$ cat config.mk
export PLATFORM = sky130hd
export DESIGN_NAME = scancode_set1_to_ascii_unit_flat
export DESIGN_NICKNAME = d
export VERILOG_FILES = /design/src/hw/rtl/sc1a_pkg.sv /design/src/hw/rtl/sc1a_scan_if.sv /design/src/hw/rtl/sc1a_char_if.sv /design/src/hw/rtl/scancode_set1_to_ascii_unit.sv /design/src/hw/rtl/sc1a_xlate.sv /design/src/flat_wrapper.sv
export SDC_FILE = /design/constraint.sdc
export NUM_CORES = 1
export LEC_CHECK = 0
export ABC_AREA = 1
export BUFFER_PORTS_ARGS = -buffer_cell sky130_fd_sc_hd__buf_2
export CAP_MARGIN = 20
export CORE_AREA = 2 2 98 100
export DETAILED_ROUTE_END_ITERATION = 7
export DIE_AREA = 0 0 100 102
export HOLD_SLACK_MARGIN = 0.03
export SLEW_MARGIN = 20
export SYNTH_ARGS = -nofsm -noshare
export SYNTH_HDL_FRONTEND = slang
export SYNTH_SLANG_ARGS = --single-unit
$ cat constraint.sdc
create_clock -name clk_i -period 4.2 [get_ports clk_i]
set_clock_uncertainty 0.05 [all_clocks]
set_input_delay 0.63 -clock clk_i [delete_from_list [all_inputs] [get_ports clk_i]]
set_output_delay 0.63 -clock clk_i [all_outputs]
set_load 0.05 [all_outputs]
$ cat src/hw/rtl/sc1a_pkg.sv
package sc1a_pkg;

  localparam logic [7:0] CodeExt   = 8'hE0;
  localparam logic [6:0] KeyCtrl   = 7'h1D;
  localparam logic [6:0] KeyLShift = 7'h2A;
  localparam logic [6:0] KeyRShift = 7'h36;
  localparam logic [6:0] KeyCaps   = 7'h3A;
  localparam logic [6:0] CaseBit   = 7'h20;
  localparam logic [6:0] CtrlMask  = 7'h1F;

  typedef struct packed {
    logic       emit;
    logic [6:0] code;
  } xlate_res_t;

  function automatic logic is_letter(input logic [6:0] ch);
    return ((ch >= 7'h61) && (ch <= 7'h7A)) || ((ch >= 7'h41) && (ch <= 7'h5A));
  endfunction

  function automatic logic [6:0] plain_char(input logic [6:0] key);
    logic [6:0] ch;
    unique case (key)
      7'h01: ch = 7'h1B;
      7'h02: ch = 7'h31;
      7'h03: ch = 7'h32;
      7'h04: ch = 7'h33;
      7'h05: ch = 7'h34;
      7'h06: ch = 7'h35;
      7'h07: ch = 7'h36;
      7'h08: ch = 7'h37;
      7'h09: ch = 7'h38;
      7'h0A: ch = 7'h39;
      7'h0B: ch = 7'h30;
      7'h0C: ch = 7'h2D;
      7'h0D: ch = 7'h3D;
      7'h0E: ch = 7'h08;
      7'h0F: ch = 7'h09;
      7'h10: ch = 7'h71;
      7'h11: ch = 7'h77;
      7'h12: ch = 7'h65;
      7'h13: ch = 7'h72;
      7'h14: ch = 7'h74;
      7'h15: ch = 7'h79;
      7'h16: ch = 7'h75;
      7'h17: ch = 7'h69;
      7'h18: ch = 7'h6F;
      7'h19: ch = 7'h70;
      7'h1A: ch = 7'h5B;
      7'h1B: ch = 7'h5D;
      7'h1C: ch = 7'h0A;
      7'h1E: ch = 7'h61;
      7'h1F: ch = 7'h73;
      7'h20: ch = 7'h64;
      7'h21: ch = 7'h66;
      7'h22: ch = 7'h67;
      7'h23: ch = 7'h68;
      7'h24: ch = 7'h6A;
      7'h25: ch = 7'h6B;
      7'h26: ch = 7'h6C;
      7'h27: ch = 7'h3B;
      7'h28: ch = 7'h27;
      7'h29: ch = 7'h60;
      7'h2B: ch = 7'h5C;
      7'h2C: ch = 7'h7A;
      7'h2D: ch = 7'h78;
      7'h2E: ch = 7'h63;
      7'h2F: ch = 7'h76;
      7'h30: ch = 7'h62;
      7'h31: ch = 7'h6E;
      7'h32: ch = 7'h6D;
      7'h33: ch = 7'h2C;
      7'h34: ch = 7'h2E;
      7'h35: ch = 7'h2F;
      7'h37: ch = 7'h2A;
      7'h39: ch = 7'h20;
      7'h4A: ch = 7'h2D;
      7'h4E: ch = 7'h2B;
      default: ch = 7'h00;
    endcase
    return ch;
  endfunction

  function automatic logic [6:0] shift_char(input logic [6:0] key);
    logic [6:0] base;
    logic [6:0] ch;
    base = plain_char(key);
    unique case (key)
      7'h02: ch = 7'h21;
      7'h03: ch = 7'h40;
      7'h04: ch = 7'h23;
      7'h05: ch = 7'h24;
      7'h06: ch = 7'h25;
      7'h07: ch = 7'h5E;
      7'h08: ch = 7'h26;
      7'h09: ch = 7'h2A;
      7'h0A: ch = 7'h28;
      7'h0B: ch = 7'h29;
      7'h0C: ch = 7'h5F;
      7'h0D: ch = 7'h2B;
      7'h1A: ch = 7'h7B;
      7'h1B: ch = 7'h7D;
      7'h27: ch = 7'h3A;
      7'h28: ch = 7'h22;
      7'h29: ch = 7'h7E;
      7'h2B: ch = 7'h7C;
      7'h33: ch = 7'h3C;
      7'h34: ch = 7'h3E;
      7'h35: ch = 7'h3F;
      default: ch = is_letter(base) ? (base ^ CaseBit) : base;
    endcase
    return ch;
  endfunction

endpackage

$ cat src/hw/rtl/sc1a_scan_if.sv
interface sc1a_scan_if;
  logic       valid;
  logic       ready;
  logic [7:0] scan_byte;
  logic       from_aux;

  modport source (output valid, output scan_byte, output from_aux, input ready);
  modport sink   (input valid, input scan_byte, input from_aux, output ready);
endinterface

$ cat src/hw/rtl/sc1a_char_if.sv
interface sc1a_char_if;
  logic       valid;
  logic       ready;
  logic [6:0] char_code;

  modport source (output valid, output char_code, input ready);
  modport sink   (input valid, input char_code, output ready);
endinterface

$ cat src/hw/rtl/scancode_set1_to_ascii_unit.sv
// Set-1 keyboard scancode to ASCII translator (US layout).
// Input channel scan_i carries one controller byte per transfer plus a flag
// that marks bytes from the auxiliary port; those are dropped without effect.
// Output channel char_o carries one 7-bit character per transfer, never zero.
// Modifier bytes and extended codes update the shift, ctrl, caps-lock and
// prefix flags; these, releases and keys without a character produce nothing.
// An accepted item is captured in the input register, and its character is
// then loaded into the result register that drives char_o.valid.
// Throughput: one item per cycle while the receiver does not stall; the table
// lookup and flag update are a single pass of logic between the input and result registers.
// When the receiver stalls, the result register holds its character and the
// input register keeps the next byte; scan_i.ready falls only when an item
// that produces a character waits behind a held result.
// Reset clears all key flags and empties both registers.
module scancode_set1_to_ascii_unit
  import sc1a_pkg::*;
(
  input logic         clk_i,
  input logic         rst_ni,
  sc1a_scan_if.sink   scan_i,
  sc1a_char_if.source char_o
);

  logic       in_valid_q, in_valid_d;
  logic [7:0] in_byte_q, in_byte_d;
  logic       in_aux_q, in_aux_d;
  logic       out_valid_q, out_valid_d;
  logic [6:0] out_code_q, out_code_d;
  logic       advance;
  logic       in_take;
  xlate_res_t res;

  sc1a_xlate u_xlate (
    .clk_i       (clk_i),
    .rst_ni      (rst_ni),
    .advance_i   (advance),
    .scan_byte_i (in_byte_q),
    .from_aux_i  (in_aux_q),
    .res_o       (res)
  );

  assign advance      = in_valid_q && (!res.emit || !out_valid_q || char_o.ready);
  assign scan_i.ready = !in_valid_q || advance;
  assign in_take      = scan_i.valid && scan_i.ready;

  always_comb begin
    in_valid_d = in_valid_q;
    in_byte_d  = in_byte_q;
    in_aux_d   = in_aux_q;
    if (in_take) begin
      in_valid_d = 1'b1;
      in_byte_d  = scan_i.scan_byte;
      in_aux_d   = scan_i.from_aux;
    end else if (advance) begin
      in_valid_d = 1'b0;
    end
  end

  always_comb begin
    out_valid_d = out_valid_q;
    out_code_d  = out_code_q;
    if (advance && res.emit) begin
      out_valid_d = 1'b1;
      out_code_d  = res.code;
    end else if (char_o.ready) begin
      out_valid_d = 1'b0;
    end
  end

  always_ff @(posedge clk_i or negedge rst_ni) begin
    if (!rst_ni) begin
      in_valid_q  <= 1'b0;
      out_valid_q <= 1'b0;
    end else begin
      in_valid_q  <= in_valid_d;
      out_valid_q <= out_valid_d;
    end
  end

  always_ff @(posedge clk_i) begin
    in_byte_q  <= in_byte_d;
    in_aux_q   <= in_aux_d;
    out_code_q <= out_code_d;
  end

  assign char_o.valid     = out_valid_q;
  assign char_o.char_code = out_code_q;

`ifndef NO_ASSERTIONS
  a_result_loaded: assert property (@(posedge clk_i) disable iff (!rst_ni)
    (advance && res.emit) |=> (out_valid_q && (out_code_q == $past(res.code))))
    else $error("translated character not loaded into result register");

  a_input_held: assert property (@(posedge clk_i) disable iff (!rst_ni)
    (in_valid_q && !advance) |=> (in_valid_q && $stable(in_byte_q) && $stable(in_aux_q)))
    else $error("stalled input register lost its byte");

  a_take_loads: assert property (@(posedge clk_i) disable iff (!rst_ni)
    in_take |=> in_valid_q)
    else $error("accepted byte not captured");
`endif

endmodule

$ cat src/hw/rtl/sc1a_xlate.sv
module sc1a_xlate
  import sc1a_pkg::*;
(
  input  logic       clk_i,
  input  logic       rst_ni,
  input  logic       advance_i,
  input  logic [7:0] scan_byte_i,
  input  logic       from_aux_i,
  output xlate_res_t res_o
);

  logic       shift_q, shift_d;
  logic       ctrl_q, ctrl_d;
  logic       caps_q, caps_d;
  logic       ext_q, ext_d;
  logic [6:0] key;
  logic       rel;
  logic       is_ext;
  logic       is_mod;
  logic [6:0] lookup;
  logic [6:0] cased;

  assign key    = scan_byte_i[6:0];
  assign rel    = scan_byte_i[7];
  assign is_ext = (scan_byte_i == CodeExt);
  assign is_mod = (key == KeyLShift) || (key == KeyRShift) || (key == KeyCtrl) ||
                  (key == KeyCaps);

  always_comb begin
    shift_d = shift_q;
    ctrl_d  = ctrl_q;
    caps_d  = caps_q;
    ext_d   = ext_q;
    if (advance_i && !from_aux_i) begin
      if (is_ext) begin
        ext_d = 1'b1;
      end else if (ext_q) begin
        ext_d = 1'b0;
        if (key == KeyCtrl) begin
          ctrl_d = !rel;
        end
      end else if ((key == KeyLShift) || (key == KeyRShift)) begin
        shift_d = !rel;
      end else if (key == KeyCtrl) begin
        ctrl_d = !rel;
      end else if ((key == KeyCaps) && !rel) begin
        caps_d = !caps_q;
      end
    end
  end

  always_comb begin
    lookup = shift_q ? shift_char(key) : plain_char(key);
    cased  = (caps_q && is_letter(lookup)) ? (lookup ^ CaseBit) : lookup;
    res_o.code = (ctrl_q && is_letter(cased)) ? (cased & CtrlMask) : cased;
    res_o.emit = !from_aux_i && !is_ext && !ext_q && !is_mod && !rel &&
                 (lookup != 7'h00);
  end

  always_ff @(posedge clk_i or negedge rst_ni) begin
    if (!rst_ni) begin
      shift_q <= 1'b0;
      ctrl_q  <= 1'b0;
      caps_q  <= 1'b0;
      ext_q   <= 1'b0;
    end else begin
      shift_q <= shift_d;
      ctrl_q  <= ctrl_d;
      caps_q  <= caps_d;
      ext_q   <= ext_d;
    end
  end

`ifndef NO_ASSERTIONS
  a_emit_nonzero: assert property (@(posedge clk_i) disable iff (!rst_ni)
    res_o.emit |-> (res_o.code != 7'h00))
    else $error("emitted character is zero");

  a_aux_keeps_flags: assert property (@(posedge clk_i) disable iff (!rst_ni)
    (advance_i && from_aux_i) |=> ($stable(shift_q) && $stable(ctrl_q) &&
                                   $stable(caps_q) && $stable(ext_q)))
    else $error("auxiliary byte changed key state");

  a_prefix_sets: assert property (@(posedge clk_i) disable iff (!rst_ni)
    (advance_i && !from_aux_i && is_ext) |=> ext_q)
    else $error("prefix byte did not set pending flag");
`endif

endmodule

$ cat src/flat_wrapper.sv
// flat-port wrapper written by rule: the top's interface ports become plain ports
module scancode_set1_to_ascii_unit_flat import sc1a_pkg::*;
  (clk_i, rst_ni, scan_i_valid, scan_i_scan_byte, scan_i_from_aux, scan_i_ready, char_o_valid, char_o_char_code, char_o_ready);
  sc1a_scan_if scan_i_i ();
  sc1a_char_if char_o_i ();
  input logic clk_i;
  input logic rst_ni;
  input wire logic [$bits(scan_i_i.valid)-1:0] scan_i_valid;
  input wire logic [$bits(scan_i_i.scan_byte)-1:0] scan_i_scan_byte;
  input wire logic [$bits(scan_i_i.from_aux)-1:0] scan_i_from_aux;
  output wire logic [$bits(scan_i_i.ready)-1:0] scan_i_ready;
  output wire logic [$bits(char_o_i.valid)-1:0] char_o_valid;
  output wire logic [$bits(char_o_i.char_code)-1:0] char_o_char_code;
  input wire logic [$bits(char_o_i.ready)-1:0] char_o_ready;
  assign scan_i_i.valid = scan_i_valid;
  assign scan_i_i.scan_byte = scan_i_scan_byte;
  assign scan_i_i.from_aux = scan_i_from_aux;
  assign scan_i_ready = scan_i_i.ready;
  assign char_o_valid = char_o_i.valid;
  assign char_o_char_code = char_o_i.char_code;
  assign char_o_i.ready = char_o_ready;
  scancode_set1_to_ascii_unit u_core (.clk_i(clk_i), .rst_ni(rst_ni), .scan_i(scan_i_i), .char_o(char_o_i));
endmodule
==> results by group, run 1 <==
Power and ir drop
  – Power per cell area: slightly below 300 nW/um2
  – Fraction of power spent switching nets: a little under two fifths
  – IR Drop Worst-Case VDD: 0.110 mV
  – Static power due to leakage: 1.51 nW
  – Clock power frac: 26.4%
  – Sw power: ~0.32 mW
  – Comb pwr share: roughly a third
  – Share of power burned in registers: about two fifths
  – Internal Pwr Total: approximately 0.53 mW

Timing
  – Share of the clock period used by the worst path: roughly 90%
  – Post-route minimum period: 3.78 ns
  – Number of endpoints with negative hold slack in the final report: 0
  – Setup repair after global routing missed its margin: no
  – Highest clock rate: approximately 260 MHz
  – Slew headroom: 64.7%
  – Final max-slew violation count: 0
  – Worst Tran Pin Value: ~0.53 ns
  – Fin worst setup slack: about 0.42 ns
  – Final setup viols: 0
  – Final TNS setup: 0 ns

Yosys
  – Cell types with the largest area share after synthesis: nand2_1, edfxtp_1, nand3_1
  – Share of the yosys chip area belonging to registers: 28.8%
  – Instance count of the mapped netlist: approximately 420
  – Main synth FF type: edfxtp_1
  – Post-synth top area share: between 20 and 25%
  – Synth Cell Area: 2680 um2
  – Synthesized area per cell: roughly 6.4 um2
  – Library cell occupying the most area in the post-synthesis netlist: nand2_1
  – Post-Syn Nets: 441
  – Synth warnings: 0
  – Number of flops mapped to enable cells by yosys: 16
  – Synth Register Bits: 29
  – Distinct cell type count after synthesis: 40
  – Fraction of registers with async set/reset: about a fifth

Critical path
  – Crit path from: u_core.in_byte_q[2]$_DFFE_PN_
  – Crit path required time: between 4 and 5 ns
  – Critical path endpoint category: register
  – Worst setup path category: reg -> reg
  – Worst reg-to-reg path cell count: 26
  – CP max FO: 14
  – Arrival @ worst endpoint: approximately 3.9 ns
  – Setup crit start kind: register
  – Launching point of the worst reg2reg path: u_core.in_byte_q[2]$_DFFE_PN_
  – Slack of the worst reg-to-reg path: between 0.4 and 0.5 ns

Drt
  – Count of nets left with antenna violations after detail routing: 0
  – Detailed-route via count: 2770
  – Detailed Routing Iterations Pass 1: 5
  – Initial DRC Count: 230
  – Average wire per cell in the routed design: 12.7 um
  – Number of remaining DRC errors: 0
  – Routed vias/inst: slightly above 5
  – Final wirelength: ~6900 um

Placed design
  – Setup slack at placement: between 0.3 and 0.4 ns
  – Placed cell count: 541
  – Half-perimeter wire length after detailed placement: 5440 um
  – Cell Area, Placed: 2850 um2
  – Number of port buffers: 21
  – GP Congestion: around 0.94

Floorplan
  – Initial cell density of the core: approximately 29%
  – Boundary pin count: 22
  – Core Rows: 35
  – Full die area: 10200 um2
  – X dimension of the die: about 100 um
  – Total core area: between 9000 and 10000 um2
  – Die extent in y: a little over 100 um

Finish
  – Post-Layout Cell Count: ~550
  – Layout cell share with drive strength beyond 1: about 16%
  – Finished Core Util: between 30% and 40%
  – # diodes: 0
  – Growth of design area from synthesis to finish: 9.77%
  – Final net count: between 400 and 500
  – Fin area: 2940 um2

Global routing
  – Via count of the first global-routing pass: roughly 2500
  – GR Layer Usage met3: about 2.3%
  – Largest net degree at the start of global routing: 18
  – Global route total overflow: 0
  – Fraction of met1 tracks used by global routing: 19.8%
  – Grt peak-use layer: met2
  – Wire length of the first global-routing pass: approximately 12000 um
  – GRT Resource Usage Total: 14.1%
  – Initial antenna violation count: 0
  – Routing usage on met2: a little under a quarter

CTS
  – Root cell of the clock tree: clkbuf_8
  – Buffer levels on the longest clock path: 2
  – Clock-pin slew reported for the worst setup and hold paths after clock tree synthesis: 0.07 ns
  – CTS Sinks: 29
  – CTS H-tree lvls: 2
  – Clock tree from TritonCTS: built
  – Number of buffers inserted during clock tree synthesis: 5
  – CTS hold repair buffers: 0
  – Skew-Pair Late Insertion Delay: 0.28 ns
  – Post CTS Setup Buffer Count: 0

Run status
  – Result of the run: finished, final reports clean

Hold path
  – Worst min-delay path class: in -> async

Job
  – Maxcap violations: 0
per-stage QoR:
| step | hold WS, ns | power [mW] |
|---|---|---|
| finish | 0.112 | 0.849 |
| global route | 0.112 | 0.915 |
| floorplan | 0.284 | 0.569 |
| detailed placement | 0.414 | 0.627 |
| global placement | 0.411 | 0.627 |
| CTS | 0.104 | 0.857 |
power groups by stage:
| stage | registers, mW | logic (mW) | clock network [mW] |
|---|---|---|---|
| floorplan | 0.360 | 0.209 | 0 |
| global placement | 0.350 | 0.277 | 0 |
| detailed placement | 0.351 | 0.277 | 0 |
| CTS | 0.345 | 0.277 | 0.234 |
| global route | 0.348 | 0.318 | 0.249 |
| finish | 0.345 | 0.280 | 0.224 |
cells in the mapped netlist, types with 4 or more instances:
library cell and instances:
a21oi_1 6, buf_6 4, dfrtp_1 6, dfxtp_1 7, edfxtp_1 16, ha_1 10, inv_1 33, inv_2 10
nand2_1 155, nand2_2 6, nand3_1 50, nand3_2 4, nand4_1 5, nor2_1 46, nor2_2 7, nor3_1 6
o21ai_0 5, o21ai_1 4
critical path, cell delays in order, from the launching register on:
cell	delay [ns]
edfxtp_1	0.51
nor2_2	0.26
nand2_1	0.13
nor2_1	0.21
nor2_2	0.06
nand2_1	0.13
nor2_2	0.07
nand3_4	0.09
nand2_4	0.08
nand2_1	0.08
nand2_1	0.08
nand2_1	0.11
nor2_2	0.05
nand2_2	0.09
nand4_4	0.21
nand2_4	0.23
nand2_1	0.08
nand2_1	0.20
ha_1	0.28
inv_1	0.10
nand2_1	0.11
nand3_1	0.13
nand3_1	0.08
nand3_1	0.07
nand2_1	0.07
nand2_1	0.06
nand2_1	0.05
layout make-up:
type                       instances  area [um2]
fill                            1015        6170
multi-input combinational        333        1650
sequential                        29         771
inverter                          45         169
tap                              111         139
timing repair buffer              23         120
clock buffer                       5        68.8
clock inverter                     3        17.5
layout by cell type (no fill, tap or decap), types with 3 or more instances in the layout:
cell and n:
a21oi_1 6, buf_2 21, clkbuf_8 5, dfrtp_1 6, dfxtp_1 7, edfxtp_1 16, ha_1 10, inv_1 33
inv_2 10, nand2_1 154, nand2_2 7, nand3_1 50, nand3_2 4, nand4_1 5, nor2_1 46, nor2_2 7
nor3_1 6, nor3b_1 3, nor4_1 3, o211ai_1 3, o21ai_0 5, o21ai_1 4
worst min path at each step:
stage | from | end | slack [ns] | cells after the start
6_report | rst_ni | u_core.u_xlate.shift_q$_DFFE_PN0P_ | 0.11 | 1
4_1_cts | rst_ni | u_core.u_xlate.shift_q$_DFFE_PN0P_ | 0.10 | 1
2_1_floorplan | rst_ni | u_core.char_o.valid$_DFFE_PN0P_ | 0.28 | 0
5_1_grt | rst_ni | u_core.u_xlate.shift_q$_DFFE_PN0P_ | 0.11 | 1
3_5_place_dp | u_core.u_xlate.caps_q$_DFFE_PN0P_ | u_core.u_xlate.caps_q$_DFFE_PN0P_ | 0.41 | 1
3_3_place_gp | rst_ni | u_core.char_o.valid$_DFFE_PN0P_ | 0.41 | 1
kinds of logic (layout without fill, tap and decap cells):
logic type	count (synthesis)	count (layout)	share of synthesized area [%]
AND/OR/NAND/NOR	293	293	49.3
buffers and inverters	56	76	9.53
flip-flops	29	29	28.8
AO/OA/AOI/OAI	26	26	6.21
adder cells (fa/ha/maj)	10	10	4.67
XOR/XNOR	2	2	0.654
multiplexers	2	2	0.794
metal layers:
| metal | vias up | routed length [um] |
|---|---|---|
| met4 | 0 | 144 |
| met5 | - | 0 |
| met2 | 111 | 3110 |
| met3 | 21 | 402 |
| met1 | 1248 | 3290 |
| li1 | 1390 | - |
timing repair:
| item | CTS | global route |
|---|---|---|
| endpoints found under the hold margin | 0 | 0 |
| resized for setup | 0 | 1 |
| endpoints found under the setup margin | 0 | 3 |
Note: power is estimated with default switching activity, not from simulation.
==> run 2: changes to the inputs <==
--- a/config.mk
+++ b/config.mk
@@ -9,6 +9,7 @@
 export BUFFER_PORTS_ARGS = -buffer_cell sky130_fd_sc_hd__buf_2
 export CAP_MARGIN = 20
 export CORE_AREA = 2 2 98 100
+export CTS_CLUSTER_DIAMETER = 40
 export DETAILED_ROUTE_END_ITERATION = 7
 export DIE_AREA = 0 0 100 102
 export HOLD_SLACK_MARGIN = 0.03
==> constraint.sdc (replaced) <==
create_clock -name clk_i -period 3.3 [get_ports clk_i]
set_clock_uncertainty 0.05 [all_clocks]
set_input_delay 0.495 -clock clk_i [delete_from_list [all_inputs] [get_ports clk_i]]
set_output_delay 0.495 -clock clk_i [all_outputs]
set_load 0.05 [all_outputs]
==> results by group, run 2 (synthesis gave the netlist of run 1 again) <==
CTS
  – Number of buffers inserted during clock tree synthesis: 5 (unchanged)
  – CTS H-tree lvls: 2 (unchanged)
  – Skew-Pair Late Insertion Delay: 0.28 ns (about the same)
  – CTS Sinks: 29 (unchanged)
  – Root cell of the clock tree: clkbuf_8 (unchanged)
  – Clock-pin slew reported for the worst setup and hold paths after clock tree synthesis: 0.07 ns (about the same)
  – Buffer levels on the longest clock path: 2 (unchanged)
  – Clock tree from TritonCTS: built (unchanged)

Finish
  – Final net count: 543 (was 460)
  – Highest-count cells in the layout ignoring fill and taps: nand2_1, buf_4, nand3_1 (was nand2_1, nand3_1, nor2_1)
  – Total of fill cells in the finished design: 874 (was 1015)
  – Growth of design area from synthesis to finish: 56.3% (was 9.77%)
  – # diodes: 0 (unchanged)
  – Layout cell share with drive strength beyond 1: 46.1% (was 16.0%)
  – Most common cell after layout, fill and taps aside: nand2_1 (unchanged)
  – Fin area: 4180 um2 (was 2940 um2)

Critical path
  – Most used cell, CP: nand2_2 (was nand2_1)
  – Worst setup path category: reg -> reg (unchanged)
  – Crit path max-delay cell type: edfxtp_1 (unchanged)
  – Crit path required time: 3.41 ns (was 4.32 ns)
  – Critical path endpoint category: register (unchanged)
  – Worst reg-to-reg path cell count: 24 (was 26)
  – Crit path cell chain: nor2_1 > nand2_2 > nor2_2 > nor2_2 > nand2_4 > nor2_4 > nand3_4 > nand2_8 > nand2_2 > nand2_2 > nand2_2 > nor2_2 > nand2_2 > nand4_4 > nand2_8 > buf_6 > nand2_2 > nand2_4 > ha_1 > nand2_1 > nand3_1 > nand3_1 > o211ai_1 > nand2_1
  – CP max FO: 7 (was 14)
  – Arrival @ worst endpoint: 3.48 ns (was 3.90 ns)
  – Setup crit start kind: register (unchanged)
  – Delay of the slowest critical-path stage: 0.44 ns (was 0.51 ns)

Timing
  – Final max-slew violation count: 0 (unchanged)
  – Highest clock rate: 296 MHz (was 265 MHz)
  – Fin worst setup slack: -0.0731 ns (was 0.420 ns)
  – Final setup viols: 7 (was 0)
  – Tightest hold margin: 0.339 ns (was 0.112 ns)
  – Post-route minimum period: 3.37 ns (was 3.78 ns)
  – Slew headroom: 73.4% (was 64.7%)
  – Share of the clock period used by the worst path: 102% (was 90.0%)
  – Setup repair after global routing missed its margin: yes (was no)
  – Worst Tran Pin Value: 0.396 ns (was 0.526 ns)
  – Final TNS setup: -0.240 ns (was 0 ns)
  – Number of endpoints with negative hold slack in the final report: 0 (unchanged)

Hold path
  – Worst min-delay path class: in -> reg (was in -> async)
  – Worst hold path stage count: 1

Global routing
  – GRT Resource Usage Total: 15.3% (was 14.1%)
  – Global route total overflow: 0 (unchanged)
  – Largest net degree at the start of global routing: 18 (unchanged)
  – Wire length of the first global-routing pass: 12600 um (was 11800 um)
  – Initial antenna violation count: 0 (unchanged)
  – Via count of the first global-routing pass: 2803 (was 2544)

Placed design
  – Setup slack at placement: -0.102 ns (was 0.376 ns)
  – GP Congestion: 0.956 (was 0.940)
  – Cell Area, Placed: 3270 um2 (was 2850 um2)
  – Half-perimeter wire length after detailed placement: 5930 um (was 5440 um)
  – Number of port buffers: 21 (unchanged)

Drt
  – Final wirelength: 8610 um (was 6950 um)
  – Number of remaining DRC errors: 0 (unchanged)
  – Count of nets left with antenna violations after detail routing: 0 (unchanged)
  – Detailed Routing Iterations Pass 1: 4 (was 5)
  – Detailed-route via count: 3127 (was 2770)
  – Average wire per cell in the routed design: 13.6 um (was 12.7 um)
  – Routed vias/inst: 4.95 (was 5.05)
  – Initial DRC Count: 153 (was 230)

Job
  – Maxcap violations: 0 (unchanged)

Run status
  – Result of the run: finished, violations left (was finished, final reports clean)
  – Violations in the final reports: setup timing

Floorplan
  – Full die area: 10200 um2 (unchanged)
  – Boundary pin count: 22 (unchanged)
  – Core Rows: 35 (unchanged)
  – Die extent in y: 102 um (unchanged)
  – Initial cell density of the core: 29.4% (unchanged)
  – X dimension of the die: 100 um (unchanged)
  – Total core area: 9110 um2 (unchanged)

Power and ir drop
  – IR Drop Worst-Case VDD: 0.146 mV (was 0.110 mV)
  – Static power due to leakage: 2.05 nW (was 1.51 nW)
  – Total design power: 1.31 mW (was 0.849 mW)
  – Power per cell area: 312 nW/um2 (was 289 nW/um2)
[run 2: cell types whose count changed in the layout (fill, tap and decap cells not counted), moves of 17 or more]
cell,change
buf_4,+68
nand2_1,-44
nand2_4,+19
nor2_1,-17
nand2_2,+23
[run 2: what timing repair did]
action                                  4_1_cts  5_1_grt
hold endpoints to repair                      6        0
gates resized for setup                      18      144
buffers inserted                             10       16
hold buffers                                  1        0
endpoints found under the setup margin        7       19
cloned                                        0        1
pin swaps                                     9       49
[run 2: where the power goes]
part | internal [mW] | leakage [nW] | total, mW | switching, mW
clock network | 0.149 | 0.0395 | 0.278 | 0.129
registers | 0.416 | 0.289 | 0.441 | 0.0250
logic | 0.247 | 1.72 | 0.587 | 0.340
total | 0.812 | 2.05 | 1.31 | 0.494
[run 2: layer usage]
metal  up-vias  share of wire [%]  track usage (%)
li1       1553                  -                -
met1      1445                 42             20.0
met2       109                 51             26.1
met3        20                5.1             3.42
met4         0                1.8             3.06
met5         -                  0                0
[run 2: final cells by class]
type                            instances  area (um2)  area share (%)
Multi-Input combinational cell        334        2210            52.9
Tap cell                              111         139            3.32
Inverter                               45         180            4.31
Sequential cell                        29         771            18.4
Timing Repair Buffer                  105         802            19.2
Clock buffer                            8        80.1            1.91
[run 2: through the flow]
step / cells / utilization, %
2_1_floorplan: 418 / -
3_3_place_gp: 597 / 35.9
6_report: 632 / 45.9
4_1_cts: 616 / 38.4
3_5_place_dp: 597 / 35.9
5_1_grt: 632 / 45.9
[run 2: final timing paths]
path                                                   start                           endpoint  slack [ns]
max in group asynchronous                             rst_ni    u_core.char_o.valid$_DFFE_PN0P_        2.55
hold reg to reg            u_core.u_xlate.caps_q$_DFFE_PN0P_  u_core.u_xlate.caps_q$_DFFE_PN0P_        0.44
setup reg to reg               u_core.in_byte_q[4]$_DFFE_PN_                           register       -0.07
min in group asynchronous                             rst_ni  u_core.u_xlate.caps_q$_DFFE_PN0P_        0.51
setup / recovery               u_core.in_byte_q[4]$_DFFE_PN_                           register       -0.07
hold / removal                               scan_i_from_aux          u_core.in_aux_q$_DFFE_PN_        0.34
[run 2: critical path, delay by kind of cell (launching register included)]
kind,cells,cell delay [ns]
flops,1,0.44
compound gates,1,0.10
buf+inv,1,0.12
simple gates,21,2.34
fa+ha+maj,1,0.18
